File: src/design/ffr_pkg.sv
// ffr_pkg: shared types and constants of the flood fill block
// used by ffr_ctrl, ffr_dp and flood_fill_region_8_connected_top; no dependencies
package ffr_pkg;

	localparam int MAX_COLS_DEF = 64;
	localparam int MAX_ROWS_DEF = 64;

	localparam logic [1:0] OP_WRITE = 2'd0;
	localparam logic [1:0] OP_FILL  = 2'd1;
	localparam logic [1:0] OP_READ  = 2'd2;

	localparam logic REG_WIDTH  = 1'b0;
	localparam logic REG_HEIGHT = 1'b1;

	localparam logic [6:0] WIDTH_RST  = 7'd64;
	localparam logic [6:0] HEIGHT_RST = 7'd64;

	typedef struct packed {
		logic accept;
		logic clr_pix;
		logic clr_vis;
		logic seed;
		logic pop;
		logic pix_rd;
		logic append;
		logic nb_rd;
		logic nb_chk;
		logic finish;
	} cmd_t;

	typedef struct packed {
		logic start_bad;
		logic clr_last;
		logic q_avail;
		logic pix_set;
		logic nb_last;
	} stat_t;

endpackage

File: src/design/ffr_ctrl.sv
// ffr_ctrl: sequencer of the flood fill block
// depends on ffr_pkg; drives ffr_dp through cmd_t and reads its stat_t
module ffr_ctrl (
	input  logic           clk,
	input  logic           arst_n,
	input  logic           start,
	input  logic [1:0]     opcode,
	input  ffr_pkg::stat_t stat,
	output logic           busy,
	output ffr_pkg::cmd_t  cmd
);
	import ffr_pkg::*;

	localparam logic [3:0] S_INIT = 4'd0;
	localparam logic [3:0] S_IDLE = 4'd1;
	localparam logic [3:0] S_CLR  = 4'd2;
	localparam logic [3:0] S_SEED = 4'd3;
	localparam logic [3:0] S_POP  = 4'd4;
	localparam logic [3:0] S_PIX  = 4'd5;
	localparam logic [3:0] S_TST  = 4'd6;
	localparam logic [3:0] S_NRD  = 4'd7;
	localparam logic [3:0] S_NCK  = 4'd8;
	localparam logic [3:0] S_DONE = 4'd9;

	logic [3:0] state_q;
	logic [3:0] state_nx;

	always_ff @(posedge clk or negedge arst_n) begin
		if (!arst_n) begin
			state_q <= S_INIT;
		end else begin
			state_q <= state_nx;
		end
	end

	always_comb begin
		state_nx = state_q;
		cmd      = '0;
		unique case (state_q)
			S_INIT: begin
				// clear pixel and visited maps after reset
				cmd.clr_pix = 1'b1;
				cmd.clr_vis = 1'b1;
				if (stat.clr_last) state_nx = S_IDLE;
			end
			S_IDLE: begin
				if (start) begin
					cmd.accept = 1'b1;
					if (opcode == OP_FILL) begin
						state_nx = stat.start_bad ? S_DONE : S_CLR;
					end
				end
			end
			S_CLR: begin
				cmd.clr_vis = 1'b1;
				if (stat.clr_last) state_nx = S_SEED;
			end
			S_SEED: begin
				cmd.seed = 1'b1;
				state_nx = S_POP;
			end
			S_POP: begin
				if (stat.q_avail) begin
					cmd.pop  = 1'b1;
					state_nx = S_PIX;
				end else begin
					state_nx = S_DONE;
				end
			end
			S_PIX: begin
				cmd.pix_rd = 1'b1;
				state_nx   = S_TST;
			end
			S_TST: begin
				if (stat.pix_set) begin
					cmd.append = 1'b1;
					state_nx   = S_NRD;
				end else begin
					state_nx = S_POP;
				end
			end
			S_NRD: begin
				cmd.nb_rd = 1'b1;
				state_nx  = S_NCK;
			end
			S_NCK: begin
				cmd.nb_chk = 1'b1;
				state_nx   = stat.nb_last ? S_POP : S_NRD;
			end
			S_DONE: begin
				cmd.finish = 1'b1;
				state_nx   = S_IDLE;
			end
			default: state_nx = S_IDLE;
		endcase
	end

	assign busy = (state_q != S_IDLE);

endmodule

File: config.mk
export PLATFORM = sky130hd
export DESIGN_NAME = ffr_ctrl
export DESIGN_NICKNAME = d
export VERILOG_FILES = /design/src/design/ffr_pkg.sv /design/src/design/ffr_ctrl.sv
export SDC_FILE = /design/constraint.sdc
export NUM_CORES = 1
export LEC_CHECK = 0
export BUFFER_PORTS_ARGS = -buffer_cell sky130_fd_sc_hd__buf_2
export CORE_AREA = 2 2 39 41
export CTS_CLUSTER_DIAMETER = 100
export DETAILED_ROUTE_END_ITERATION = 12
export DIE_AREA = 0 0 41 43
export SLEW_MARGIN = 20
export SYNTH_ARGS = -nofsm -noshare
export SYNTH_HDL_FRONTEND = slang
export SYNTH_SLANG_ARGS = --single-unit
File: constraint.sdc
create_clock -name clk -period 4.03 [get_ports clk]
set_clock_uncertainty 0.2 [all_clocks]
set_input_delay 0.403 -clock clk [delete_from_list [all_inputs] [get_ports clk]]
set_output_delay 0.403 -clock clk [all_outputs]
set_load 0.005 [all_outputs]
# After elaboration in Yosys (flattened, before gate mapping)
# Index checks and enable logic that the tools add are counted.
[classes] eq_ne=15 n_mux=22 n_reduce_logical=3
[ops] cell="case mux 4 bit (9 select lines)" count=1
[ops] cell="two-way mux 4 bit" count=6
[ops] cell="== test 4 x 3 -> 1 bit (second input constant)" count=4
[ops] cell="two-way mux 1 bit" count=13
[ops] cell="== test 4 x 2 -> 1 bit (second input constant)" count=2
[ops] cell="== test 4 bit (second input constant)" count=2
[ops] cell="inequality test 2 bit (second input constant)" count=4
[ops] cell="== test 4 x 1 -> 1 bit (second input constant)" count=1
[ops] cell="logical NOT 4 bit" count=1
[ops] cell="two-way mux 2 bit" count=2
[ops] cell="inequality test 4 x 1 -> 1 bit (second input constant)" count=1
[ops] cell="AND reduction 4 bit" count=1
[ops] cell="== test 2 x 1 -> 1 bit (second input constant)" count=1
[ops] cell="OR reduction 2 bit" count=1
[totals] register_bits=4 out_inout_bits=11 wordCells=41

# Longest topological paths before layout
[depth] ltp_word=4 depth_mapped=5

# Least setup slack after synthesis
# No wires, ideal clock.
[synth_path] kind="reg2out" startpoint="reg state_q[3]" endpoint="out cmd[5] (netlist bit)" t_arrival_ns=1.041 required_time_ns=3.427 path_slack_ns=2.386 path_stages_with_launch=4 n_path_buf=1 cell_sequence="dfrtp_1 buf_4 nand2b_1 nor4b_1"
[synth_lines] item="start, declared" line_no="ffr_ctrl.sv:25" source="logic [3:0] state_q;"
[synth_lines] item="start signal, assigned" line_no="ffr_ctrl.sv:32" source="state_q <= state_nx;"
[synth_lines] item="end, declared" line_no="ffr_ctrl.sv:10" source="output ffr_pkg::cmd_t cmd"

==> results.sh <==
export IMPL_leakage_nw=0.256
export IMPL_rsz0062_at_grt="false"
export IMPL_die_height_um=43
export IMPL_grt_pass1_vias=365
export IMPL_drive_gt1_frac=0.324
export IMPL_overflow=0
export IMPL_clock_sinks=4
export IMPL_fin_cells=87
export IMPL_dp_hpwl_um=710
export IMPL_min_path_type="in -> reg"
export IMPL_final_setup_worst_slack_ns=1.92
export IMPL_synth_most_common_cell="nor2_1"
export IMPL_setup_viol=0
export IMPL_clockBufferDepth=2
export IMPL_synth_seq_cells=4
export IMPL_worst_pin_slew_ns=0.482
export IMPL_path_max_fanout=12
export IMPL_synth_top_area_frac=0.265
export IMPL_grt_max_degree=18
export IMPL_r2r_start="state_q[0]"
export IMPL_wirelength_um=981
export IMPL_initial_core_util=0.273
export IMPL_path_delay_family="simple AND/OR/NAND/NOR gates"
export IMPL_fin_crit_ns=2.11
export IMPL_finalCritPeriodShare=0.523
export IMPL_routabilityCongestion=0.695
export IMPL_synthArstFlopShare=1.00
export IMPL_synth_nets=61
export IMPL_port_buffers=20
export IMPL_worst_path_max_delay_cell="dfrtp_1"
export IMPL_largest_registers="state_q x4"
export IMPL_slew_headroom=0.679
export IMPL_core_area_um2=1380
export IMPL_required_ns=3.43
export IMPL_io_pins=21
export IMPL_drv_cap=0
export IMPL_critical_path_startpoint="state_q[2]"
export IMPL_avgSynthCellArea_um2=7.41
export IMPL_via_per_inst=4.91
export IMPL_htreeDepth=1
export IMPL_cts_buffers=3
export IMPL_cts_tree="built"
export IMPL_worst_setup_path_end_kind="output pin"
export IMPL_placementRows=14
export IMPL_grt_use_total=0.123
export IMPL_path_class="reg -> out"
export IMPL_worst_ir_drop_vdd_uv=302
export IMPL_seq_area_frac_synth=0.265
export IMPL_dp_slack_ns=2.18
export IMPL_final_net_count=83
export IMPL_synth_flop_cell="dfrtp_1"
export IMPL_clkLatencyLatePin_ns=0.23
export IMPL_firstDrtPassIters=4
export IMPL_largest_register_ffs=4
export IMPL_dp_cells=83
export IMPL_synth_distinct_cells=28
export IMPL_final_hold_violation_count=0
export IMPL_ant_nets=0
export IMPL_die_x_um=41
export IMPL_cp_data_arrival_time_ns=1.50
export IMPL_holdWs_ns=0.301
export IMPL_vias=427
export IMPL_outcome="completed"
export IMPL_yosysWarnings=0
export IMPL_area_delta_synth_final_pct=34.8
export IMPL_antennaDiodeCount=0
export IMPL_die_area_um2=1760
export IMPL_synth_enable_flop_cells=0
export IMPL_drv_slew=0
export IMPL_cts_resized=0
export IMPL_top_register="state_q"
export IMPL_antenna_found_initial=0
export IMPL_cts_setup_buffers=0
export IMPL_path_cells="nand2b_1, or3_1, inv_1, buf_2"
export IMPL_hp_start="stat[3]"
export IMPL_start_kind="flop"
export IMPL_cts_root_buf="clkbuf_4"
export IMPL_path_buf_inv=2
export IMPL_max_freq_ghz=0.475
export IMPL_synth_top_area_cell="dfrtp_1"
export IMPL_cp_slowest_stage_delay_ns=0.49
export IMPL_wl_per_cell_um=11.3
export IMPL_drc=0
export IMPL_grt_first_pass_wirelength_um=1500
export IMPL_finish_utilization=0.368
export IMPL_fin_tns_setup_ns=0
export IMPL_reg2reg_slack_ns=2.24
export IMPL_synthTopCellsByArea="dfrtp_1 (26%), nand2b_1 (8.3%), nor2_1 (6.0%)"
export IMPL_drt_iter0_drc=8
export IMPL_synth_area_um2=378
export IMPL_yosys_top_cells_count="nor2_1 (6), nand2b_1 (5), dfrtp_1 (4), nand2_1 (4)"
export IMPL_clkSlewWorstSetupHoldPaths_ns=0.03
export IMPL_cellPowerDensity_nw_per_um2=638
export IMPL_syn_inst=51
what timing repair did:
item | 4_1_cts | 5_1_grt
setup endpoints to repair | 0 | 0
hold buffers | 1 | 0
endpoints found under the hold margin | 4 | 0
path summary, 6_finish.rpt:
kind	depth (start not counted)	to
worst min-delay path	3	state_q[0]
worst max register to register	3	state_q[0]
worst min register to register	1	state_q[2]
worst max-delay path	4	cmd[1]
max in group asynchronous	2	state_q[2]
min in group asynchronous	2	state_q[1]
layout make-up:
class                      instances  area, µm²
clock buffer                       3       22.5
timing repair buffer              21        110
sequential                         4        100
fill                             163        875
tap                               16       20.0
inverter                           2       7.51
multi-input combinational         41        249
metrics by stage:
step                power, mW  area, µm²
global route            0.364        509
global placement        0.275        477
floorplan               0.225        378
CTS                     0.328        509
finish                  0.325        509
detailed placement      0.276        477
worst register-to-register path: stages, from the launching register on:
cell	delay, ns
dfrtp_1	0.63
a41oi_1	0.20
o311ai_1	0.45
a32oi_1	0.16
placed cells by master (no fill, tap or decap), drive strengths merged, types with 2 or more instances in the layout:
cell,count
nand2,4
nor2,6
nor2b,3
nand2b,5
nor3,3
o21ai,2
or2,2
buf,20
clkbuf,3
dfrtp,4
and3,2
inv,2
a21oi,2
power by group:
| part | switching [mW] | internal, mW |
|---|---|---|
| Combinational | 0.0813 | 0.0892 |
| Clock | 0.0142 | 0.0332 |
| Sequential | 0.0513 | 0.0555 |
cell families after synthesis:
logic type / share of synthesized area
buf+inv: 0.0762
simple gates: 0.394
xor+xnor: 0.0232
compound gates: 0.242
flops: 0.265
metal layers:
layer / global-route usage / wire (µm) / vias up / share of wire
li1: - / - / 227 / -
met1: 0.162 / 478 / 185 / 0.49
met2: 0.169 / 433 / 15 / 0.44
met3: 0.0314 / 69 / 0 / 0.070
met4: 0.0800 / 0 / 0 / 0
met5: 0 / 0 / - / 0
Note: power is estimated with default switching activity, not from simulation.
